--- config.mk ---
export PLATFORM = sky130hd
export DESIGN_NAME = mbnu_bit_scan
export DESIGN_NICKNAME = d
export VERILOG_FILES = /design/src/sv/mbnu_pkg.sv /design/src/sv/mbnu_bit_scan.sv
export SDC_FILE = /design/constraint.sdc
export NUM_CORES = 1
export LEC_CHECK = 0
export BUFFER_PORTS_ARGS = -buffer_cell sky130_fd_sc_hd__buf_4
export CELL_PAD_IN_SITES_DETAIL_PLACEMENT = 1
export CELL_PAD_IN_SITES_GLOBAL_PLACEMENT = 1
export CORE_MARGIN = 2
export CORE_UTILIZATION = 45
export CTS_CLUSTER_SIZE = 16
export DETAILED_ROUTE_END_ITERATION = 16
export PLACE_DENSITY = 0.86
export SLEW_MARGIN = 0
export SYNTH_ARGS = -nofsm -noshare
export SYNTH_HDL_FRONTEND = slang
export SYNTH_SLANG_ARGS = --single-unit
--- constraint.sdc ---
create_clock -name aclk -period 6.4 [get_ports aclk]
set_input_delay 0.32 -clock aclk [delete_from_list [all_inputs] [get_ports aclk]]
set_output_delay 0.32 -clock aclk [all_outputs]
set_load 0.02 [all_outputs]
--- src/sv/mbnu_pkg.sv ---
// Shared types and constants for the mark bitmap / next-unmarked search block.
// No dependencies; imported by the scan unit, the register file and the top level.
`timescale 1ns / 1ps

package mbnu_pkg;

    // field widths
    localparam int IDX_W   = 17;   // entry index, count, found index
    localparam int POS_W   = 18;   // word base while walking (may pass the count)
    localparam int BIT_W   = 6;    // bit position inside a word (word <= 64 bits)
    localparam int TDATA_W = 24;   // 17-bit field padded to whole bytes

    // default sizing
    localparam int DEF_MAX_ENTRIES = 65536;
    localparam int DEF_WORD_BITS   = 64;

    // operation codes (tuser bit of the input request)
    localparam logic OP_MARK = 1'b0;
    localparam logic OP_FIND = 1'b1;

    // configuration port
    localparam int   PADDR_W          = 3;
    localparam int   PDATA_W          = 32;
    localparam logic REG_SYMBOL_COUNT = 1'b0;   // register index (paddr[2])

    // result of the in-word lowest-bit search
    typedef struct packed {
        logic             done;
        logic [BIT_W-1:0] bit_pos;
    } scan_res_t;

endpackage

--- src/sv/mbnu_bit_scan.sv ---
// Lowest-set-bit search over one mark word: byte group first, then bit in byte.
// Depends on mbnu_pkg. The result is registered and flagged by done.
`timescale 1ns / 1ps

module mbnu_bit_scan
    import mbnu_pkg::*;
#(
    parameter int WORD_BITS = DEF_WORD_BITS
) (
    input  logic                 aclk,
    input  logic                 aresetn,
    input  logic                 start,
    input  logic [WORD_BITS-1:0] word,
    output scan_res_t            res
);

    localparam int NGROUP = (WORD_BITS + 7) / 8;
    localparam int PAD_W  = NGROUP * 8;
    localparam int GW     = (NGROUP > 1) ? $clog2(NGROUP) : 1;

    logic                 v1_reg, v2_reg, v3_reg;
    logic [WORD_BITS-1:0] word_reg;
    logic [GW-1:0]        grp_reg;
    logic [7:0]           byte_reg;
    logic [BIT_W-1:0]     pos_reg;

    logic [PAD_W-1:0]     padded;
    logic [GW-1:0]        grp_next;
    logic [7:0]           byte_next;
    logic [2:0]           bit_sel;
    logic [BIT_W-1:0]     pos_next;

    // stage 1: lowest nonzero byte group
    always_comb begin
        padded   = PAD_W'(word_reg);
        grp_next = '0;
        for (int g = NGROUP - 1; g >= 0; g--) begin
            if (|padded[g*8 +: 8]) begin
                grp_next = GW'(g);
            end
        end
        byte_next = padded[8*grp_next +: 8];
    end

    // stage 2: lowest set bit in that byte
    always_comb begin
        bit_sel = '0;
        for (int b = 7; b >= 0; b--) begin
            if (byte_reg[b]) begin
                bit_sel = 3'(b);
            end
        end
        pos_next = BIT_W'({grp_reg, bit_sel});
    end

    always_ff @(posedge aclk) begin
        if (!aresetn) begin
            v1_reg <= 1'b0;
            v2_reg <= 1'b0;
            v3_reg <= 1'b0;
        end else begin
            v1_reg <= start;
            v2_reg <= v1_reg;
            v3_reg <= v2_reg;
        end
    end

    always_ff @(posedge aclk) begin
        if (start) begin
            word_reg <= word;
        end
        grp_reg  <= grp_next;
        byte_reg <= byte_next;
        pos_reg  <= pos_next;
    end

    assign res.done    = v3_reg;
    assign res.bit_pos = pos_reg;

endmodule

==> results.yml <==
sta:
  fin_setup_tns_ps: 0
  fin_ws_ps: 3600
  tightest_slew_ps: 794
  whs_ps: 128
  period_share_pct: 43.7
  fmax_mhz: 358
  setup_viol: 0
  relSlewSlack_pct: 47.0
  final-hold-violation-count: 0
  period_minus_slack_ps: 2800
  clock_skew_ps: 9.18
  finalMaxSlewViolations: 0
  rsz0062_at_grt: "false"
critical_path:
  cp.arrival_ps: 3030
  path_buf_inv: 0
  slowest_delay_ps: 670
  cp_top_family: "simple AND/OR/NAND/NOR gates"
  crit_path_end_kind: "flip-flop"
  crit_fanout: 14
  required_ps: 6640
  worstSetupPathType: "reg -> reg"
  cp_cell_sequence: "nor4_4 -> nand4_1 -> or3_1 -> o22a_1 -> a311oi_1 -> nor3_1"
  cp-start-kind: "flip-flop"
  crit_path_top_delay_cell: "or3_1"
grt:
  grt_pass1_vias: 2347
  grt_overflow: 0
  grtUsageTotal_pct: 21.6
  grt_max_degree: 66
  grt_first_pass_wirelength_um: 12200
  antenna_found_initial: 0
cells_and_area:
  fillerInstances: 684
  utilization_pct: 59.1
  fin_nets: 355
  design_area_um2: 4040
  largest_register_ffs: 64
  multi_input_area_um2: 833
  syn_to_final_growth_pct: 25.9
  drive_above_1_share_pct: 35.2
  seqCellArea_um2: 2320
  diodes: 0
synth:
  ys_seq_elements: 84
  synth_cell_types: 37
  ys_seq_area_share_pct: 72.4
  synth_area_um2: 3210
  yosysWarningCount: 0
  syn-mean-instance-area_um2: 15.2
  netlist_instances: 211
  synth_nets: 278
placement:
  place.gp.congestion: 0.956
  dpl-instance-area_um2: 3830
  dp_hpwl_um: 5820
  pre_cts_slack_ps: 3740
  port_buffers: 73
pwr:
  leakagePower_nw: 1.46
  power_density_nw_per_um2: 278
  peakVddDrop_uv: 195
clocking:
  clkTransAtPathRegs_ps: 90
  hold_buffers: 0
  ctsResizeCount: 0
  cts_made_buffers: 9
  cts_sinks: 84
  cts_max_path_buffers: 2
  cts_root_buf: "clkbuf_8"
  cts_tree: "built"
  post_cts_buffers: 0
  clk_latency_ps: 360
  h-tree-depth: 3
drt:
  routedWlPerCell_um: 19.9
  dr.pass1.iters: 4
  ant_nets: 0
  vias_per_cell: 5.77
  drt_iter0_markers: 195
  drc: 0
  finalWirelength_um: 7720
  vias: 2244
die:
  chipHeight_um: 88.4
  start_util_pct: 46.9
  rows: 30
  die_w_um: 88.4
  io_pins: 74
  coreArea_um2: 6830
  die_area_um2: 7820
min_path:
  hold_path_class: "in -> reg"
outcome:
  outcome: "finished, final reports clean"
run:
  drv_cap: 0
## layout make-up
cell class                 instances  area share [%]
tap                               96            2.98
timing repair buffer              73            13.6
sequential                        84            57.5
inverter                           2           0.186
clock inverter                     7            2.01
multi-input combinational        118            20.6
clock buffer                       9            3.07
## worst paths after layout
check	startpoint	endpoint	slack, ps	cells after the start
setup / recovery	padded[20]	byte_reg[7]	3600	6
hold / removal	word[30]	padded[30]	130	1
setup reg to reg	padded[20]	byte_reg[7]	3600	6
hold reg to reg	grp_reg[0]	pos_reg[3]	340	0
## report_power, final
group / leakage, nW / internal [mW] / total [mW] / switching, mW
logic: 0.565 / 0.0385 / 0.0648 / 0.0263
clock network: 0.107 / 0.188 / 0.391 / 0.203
registers: 0.792 / 0.631 / 0.666 / 0.0345
## layer usage
metal  global-route usage (%)  up-vias  share of wire [%]
met5                        0        -                  0
met4                     7.99        0                1.9
met3                     7.56       17                8.5
met2                     36.6      112                 52
met1                     25.4     1098                 38
li1                         -     1017                  -
## metrics by stage
stage,cells,total power [mW]
after CTS,389,1.13
after floorplan,211,0.684
after global placement,373,0.738
final,389,1.12
after global routing,389,1.16
after detailed placement,373,0.742
## logic make-up (layout without fill, tap and decap cells)
| logic type | count (synthesis) | count (layout) | synth area share (%) |
|---|---|---|---|
| AOI/OAI and AO/OA | 44 | 44 | 10.3 |
| buffers and inverters | 9 | 91 | 1.60 |
| DFF | 84 | 84 | 72.4 |
| and+or+nand+nor | 74 | 74 | 15.6 |
## placed cells by master, fill, tap and decap left out, types with 2 or more instances in the layout
cell type  instances
and2_1             3
buf_4             73
nor4_1             8
nor3_1             4
nor4_4             4
nand2_1            2
or4_1              6
inv_1              2
o22a_2             2
o22ai_1            7
inv_6              4
nand4_1            4
or3_1              6
nor2_1            24
o311ai_0           6
edfxtp_1          64
nor4_2             4
a21oi_1           10
o22a_1             8
dfxtp_1           20
clkbuf_8           9
and4_1             4
a211oi_1           3
## synth_stat cells, drive strengths merged
master | number | share of area (%)
edfxtp | 64 | 60
nor2 | 24 | 2.8
dfxtp | 20 | 12
nor4 | 16 | 5.8
a21oi | 10 | 1.6
o22a | 10 | 2.8
o22ai | 7 | 1.4
or3 | 7 | 1.4
o311ai | 6 | 1.6
or4 | 6 | 1.4
buf | 5 | 1.1
nand4 | 5 | 1.2
and4 | 4 | 1.1
nor3 | 4 | 0.62
a211oi | 3 | 0.70
and2 | 3 | 0.59
clkbuf | 2 | 0.23
inv | 2 | 0.23
nand2 | 2 | 0.23
a2bb2oi | 1 | 0.27
a311oi | 1 | 0.27
a31oi | 1 | 0.39
a32oi | 1 | 0.27
nand2b | 1 | 0.20
nand3 | 1 | 0.16
o211a | 1 | 0.31
o211ai | 1 | 0.23
o21bai | 1 | 0.23
o221ai | 1 | 0.27
or2 | 1 | 0.20
(Power assumes the default switching activity.)
