<file path="src/sv/mbnu_pkg.sv">
// Shared types and constants for the mark bitmap / next-unmarked search block.
// No dependencies; imported by the scan unit, the register file and the top level.
`timescale 1ns / 1ps

package mbnu_pkg;

    // field widths
    localparam int IDX_W   = 17;   // entry index, count, found index
    localparam int POS_W   = 18;   // word base while walking (may pass the count)
    localparam int BIT_W   = 6;    // bit position inside a word (word <= 64 bits)
    localparam int TDATA_W = 24;   // 17-bit field padded to whole bytes

    // default sizing
    localparam int DEF_MAX_ENTRIES = 65536;
    localparam int DEF_WORD_BITS   = 64;

    // operation codes (tuser bit of the input request)
    localparam logic OP_MARK = 1'b0;
    localparam logic OP_FIND = 1'b1;

    // configuration port
    localparam int   PADDR_W          = 3;
    localparam int   PDATA_W          = 32;
    localparam logic REG_SYMBOL_COUNT = 1'b0;   // register index (paddr[2])

    // result of the in-word lowest-bit search
    typedef struct packed {
        logic             done;
        logic [BIT_W-1:0] bit_pos;
    } scan_res_t;

endpackage

</file>
<file path="src/sv/mbnu_apb_regs.sv">
// Configuration register file behind an APB-style port (symbol_count only).
// Depends on mbnu_pkg.
`timescale 1ns / 1ps

module mbnu_apb_regs
    import mbnu_pkg::*;
(
    input  logic               aclk,
    input  logic               aresetn,
    input  logic               psel,
    input  logic               penable,
    input  logic               pwrite,
    input  logic [PADDR_W-1:0] paddr,
    input  logic [PDATA_W-1:0] pwdata,
    output logic [PDATA_W-1:0] prdata,
    output logic               pready,
    output logic [IDX_W-1:0]   symbol_count
);

    logic             reg_index;
    logic             wr_strobe;
    logic [IDX_W-1:0] symbol_count_reg;

    assign reg_index = paddr[2];
    assign pready    = 1'b1;
    assign wr_strobe = psel && penable && pwrite && pready;

    always_ff @(posedge aclk) begin
        if (!aresetn) begin
            symbol_count_reg <= '0;
        end else if (wr_strobe && reg_index == REG_SYMBOL_COUNT) begin
            symbol_count_reg <= pwdata[IDX_W-1:0];
        end
    end

    always_comb begin
        prdata = '0;
        if (reg_index == REG_SYMBOL_COUNT) begin
            prdata = PDATA_W'(symbol_count_reg);
        end
    end

    assign symbol_count = symbol_count_reg;

endmodule
</file>
<file path="config.mk">
export PLATFORM = sky130hd
export DESIGN_NAME = mbnu_apb_regs
export DESIGN_NICKNAME = d
export VERILOG_FILES = /design/src/sv/mbnu_pkg.sv /design/src/sv/mbnu_apb_regs.sv
export SDC_FILE = /design/constraint.sdc
export NUM_CORES = 1
export LEC_CHECK = 0
export BUFFER_PORTS_ARGS = -buffer_cell sky130_fd_sc_hd__buf_2
export CAP_MARGIN = 40
export CELL_PAD_IN_SITES_DETAIL_PLACEMENT = 0
export CELL_PAD_IN_SITES_GLOBAL_PLACEMENT = 1
export CORE_MARGIN = 3
export CORE_UTILIZATION = 26
export CTS_BUF_LIST = sky130_fd_sc_hd__clkbuf_4 sky130_fd_sc_hd__clkbuf_8
export CTS_CLUSTER_DIAMETER = 100
export DETAILED_ROUTE_END_ITERATION = 10
export GPL_TIMING_DRIVEN = 0
export HOLD_SLACK_MARGIN = 0.12
export MAX_ROUTING_LAYER = met4
export PLACE_DENSITY_LB_ADDON = 0.15
export REMOVE_ABC_BUFFERS = 1
export SLEW_MARGIN = 20
export SYNTH_ARGS = -nofsm -noshare
export SYNTH_HDL_FRONTEND = slang
export SYNTH_SLANG_ARGS = --single-unit
</file>
<file path="constraint.sdc">
create_clock -name aclk -period 2.13 [get_ports aclk]
set_clock_uncertainty 0.05 [all_clocks]
set_input_delay 0.1065 -clock aclk [delete_from_list [all_inputs] [get_ports aclk]]
set_output_delay 0.1065 -clock aclk [all_outputs]
set_load 0.1 [all_outputs]
</file>
==> impl_summary.txt <==
----------------------------------------------------
[Worst hold path]
  Min-delay src ... aresetn
  Class of the worst hold path ... in -> reg

[GRT]
  Met1 Track Usage GR ... 14.1%
  Largest net degree at the start of global routing ... 35
  Aggregate global routing overflow ... 0
  Overall routing resource usage ... 10.6%
  Global-route wire length before repair ... 3530 µm
  Met3 usage in global routing ... 2.02%
  Fraction of met2 tracks used by global routing ... between 10% and 20%
  Number of antenna violations at the first check in global routing ... 0
  Number of global-route vias before repair ... between 700 and 800
  Layer carrying the most global-route usage ... met2

[Critical path]
  Required @ worst endpoint ... 1.97 ns
  CP Launch Point ... symbol_count[10]$_SDFFE_PN0P_
  Crit-path cells ... nor2b_1 -> buf_2
  Source of the worst register-to-register timing path ... symbol_count[15]$_SDFFE_PN0P_
  Slowest stage delay, CP ... 0.43 ns
  Element type at the critical path start ... flop
  Element type at the critical path end ... output pin
  Setup CP Type ... reg -> out
  Peak fanout along the critical path ... 3
  Cell with the largest stage delay on the worst path ... sky130_fd_sc_hd__buf_2
  Arrival time at the worst endpoint ... 1.21 ns

[Pwr]
  Power dissipated by switching net loads ... 349 µW
  Fraction of power consumed by the clock network ... between 20% and 30%
  Total power of the final layout ... approximately 800 µW
  Static leakage power ... a little over 0.7 nW
  Total power density per cell area ... 579 nW/µm²
  Register share of total power ... 41.1%
  Int Pwr ... 451 µW
  Power share of the combinational group ... 36.9%
  Worst VDD drop ... 0.000203 V
  Switching part of the total ... 43.7%

[Placement]
  Port bufs ... 56
  Area of placed instances ... 1180 µm²
  DP HPWL ... ~1600 µm
  Placed Cells ... about 200
  Global placement routability congestion ... 0.604

[Clock network]
  Clock Tree Buf Depth ... 2
  CTS Sinks ... 17
  Number of buffers created by CTS ... 3
  Post-CTS setup repair buffer count ... 0
  CTS H-Tree Depth ... 1
  Root buffer cell ... sky130_fd_sc_hd__clkbuf_4
  Later-pin clock latency in the skew report ... 0.29 ns
  Number of gates resized after CTS ... 0
  Clock input transition at the sequential cells of the worst setup and hold paths ... 0.10 ns
  TritonCTS clock tree ... done

[Floorplan]
  Core area ... 3420 µm²
  Die Width ... ~66 µm
  Row count ... 21
  Die area ... roughly 4400 µm²
  Number of I/O pins ... 90
  Effective utilization at floorplan ... around 28%
  Vertical die dimension ... around 66 µm

[Finish]
  Flip-flop count of the largest register, all copies and words added ... 17
  Fraction of final layout cells sized beyond drive strength 1 ... 37.8%
  Ant diodes ... 0
  Non-Filler Cell Area, Final ... ~1400 µm²
  Total Nets Final ... 221
  Number of fillers in the final layout ... 360
  Area overhead of the layout relative to synthesis ... 45.4%
  Final standard cell count with taps included and fillers excluded ... 226

[Route]
  Final wirelength ... 2260 µm
  Number of vias per cell after detailed routing ... ~3.9
  Violation count after the first detailed-routing iteration ... 39
  Via Count ... 882
  Remaining DRCs ... 0
  Initial DRT Pass Iterations ... 2
  Wirelength per Cell ... 10.0 µm
  Remaining antenna violation count after routing ... 0

[Timing]
  Sum of negative setup slack ... 0 ns
  Peak clock frequency supported by timing ... between 700 and 800 MHz
  Minimum clock period after layout ... 1.37 ns
  Least-Margin Pin Slew ... 0.560 ns
  Final worst hold slack ... between 0.2 and 0.3 ns
  Count of endpoints failing hold in the final timing report ... 0
  Unrepaired setup endpoints after global routing ... false
  Slew Limit Headroom ... about 63%
  Max-slew violation count ... 0
  Final setup vio count ... 0
  Tcrit/Tclk final ... between 60 and 70%

[Synthesis]
  FFs w/ async S/R, synth ... 0%
  Mapped Avg Cell Area ... 8.57 µm²
  Top cells by count, synth ... sky130_fd_sc_hd__nand2_1 (34), sky130_fd_sc_hd__dfxtp_1 (17), sky130_fd_sc_hd__mux2i_1 (17)
  Cell area after technology mapping ... between 900 and 1000 µm²
  #FFs+latches synth ... 17
  Most used DFF post-synth ... sky130_fd_sc_hd__dfxtp_1
  Library cells used by synthesis ... 12
  Dominant cell type by area after synthesis ... sky130_fd_sc_hd__dfxtp_1
  Yosys synthesis warning count ... 0
  Number of enable flip-flop cells after synthesis ... 0
  Register area share after synthesis ... 35.8%
  Fraction of post-synthesis cell area in the top cell type by area ... 35.8%
  Most frequent cell after synthesis ... sky130_fd_sc_hd__nand2_1
  Leading cell types by total area after synthesis ... sky130_fd_sc_hd__dfxtp_1 (36%), sky130_fd_sc_hd__mux2i_1 (18%), sky130_fd_sc_hd__nand2_1 (13%)
  Gate count of the mapped netlist ... 111

[Job]
  Maxcap violations ... 0

[Outcome]
  Outcome ... completed

----------------------------------------------------
[placed cells by master (no fill, tap or decap)]
cell	n
sky130_fd_sc_hd__dlygate4sd3_1	17
sky130_fd_sc_hd__buf_8	1
sky130_fd_sc_hd__and2b_2	7
sky130_fd_sc_hd__dfxtp_1	17
sky130_fd_sc_hd__clkinv_2	1
sky130_fd_sc_hd__mux2i_1	17
sky130_fd_sc_hd__and4b_1	1
sky130_fd_sc_hd__nor2b_1	10
sky130_fd_sc_hd__conb_1	16
sky130_fd_sc_hd__buf_2	56
sky130_fd_sc_hd__clkbuf_4	3
sky130_fd_sc_hd__nand2_1	34
[critical path: cells and delay by family (launching register included)]
family / cells / cell delay (ns)
buffers and inverters: 1 / 0.43
and+or+nand+nor: 1 / 0.13
DFF: 1 / 0.36
[final cells by class]
cell class	count	area (µm²)	area share, %
multi-input cells	85	492	35.6
repair buffers	74	465	33.7
clock buffers	3	22.5	1.63
well taps	46	57.6	4.16
flip-flops and latches	17	340	24.6
clock inverters	1	5.00	0.362
[power by group through the flow]
stage	Combinational (mW)	Sequential, mW	Clock [mW]
final	0.296	0.329	0.176
after global routing	0.309	0.331	0.210
after CTS	0.297	0.330	0.196
after detailed placement	0.273	0.337	0
after global placement	0.270	0.336	0
after floorplan	0.175	0.387	0
[routing by layer]
| metal | up-vias | part of all wire, % |
|---|---|---|
| li1 | 453 | - |
| met3 | 2 | 11 |
| met5 | - | 0 |
| met1 | 374 | 47 |
| met4 | 0 | 0.57 |
| met2 | 53 | 42 |
[path summary, 6_finish.rpt]
path,end,slack [ns],cells after the start
worst max-delay path,prdata[10],0.76,2
worst min register to register,symbol_count[13]$_SDFFE_PN0P_,0.42,2
worst max register to register,symbol_count[15]$_SDFFE_PN0P_,1.45,2
worst min-delay path,symbol_count[13]$_SDFFE_PN0P_,0.28,3
[per-stage QoR]
stage,util [%],setup slack (ns)
floorplan,-,-0.418
global placement,34.2,0.382
detailed placement,34.7,0.615
CTS,40.5,0.727
global route,40.5,0.637
finish,40.5,0.763
[repair_timing]
action / in CTS / in global routing
setup endpoints to repair: 0 / 0
hold endpoints to repair: 17 / 0
hold buffers: 17 / 0
[kinds of logic after synthesis]
kind of cell,count (synthesis),synth area share (%)
simple gates,52,27.5
buf+inv,23,18.0
mux,17,17.9
flops,17,35.8
other cells,2,0.790
No activity file was read; power rests on OpenSTA's default activity.
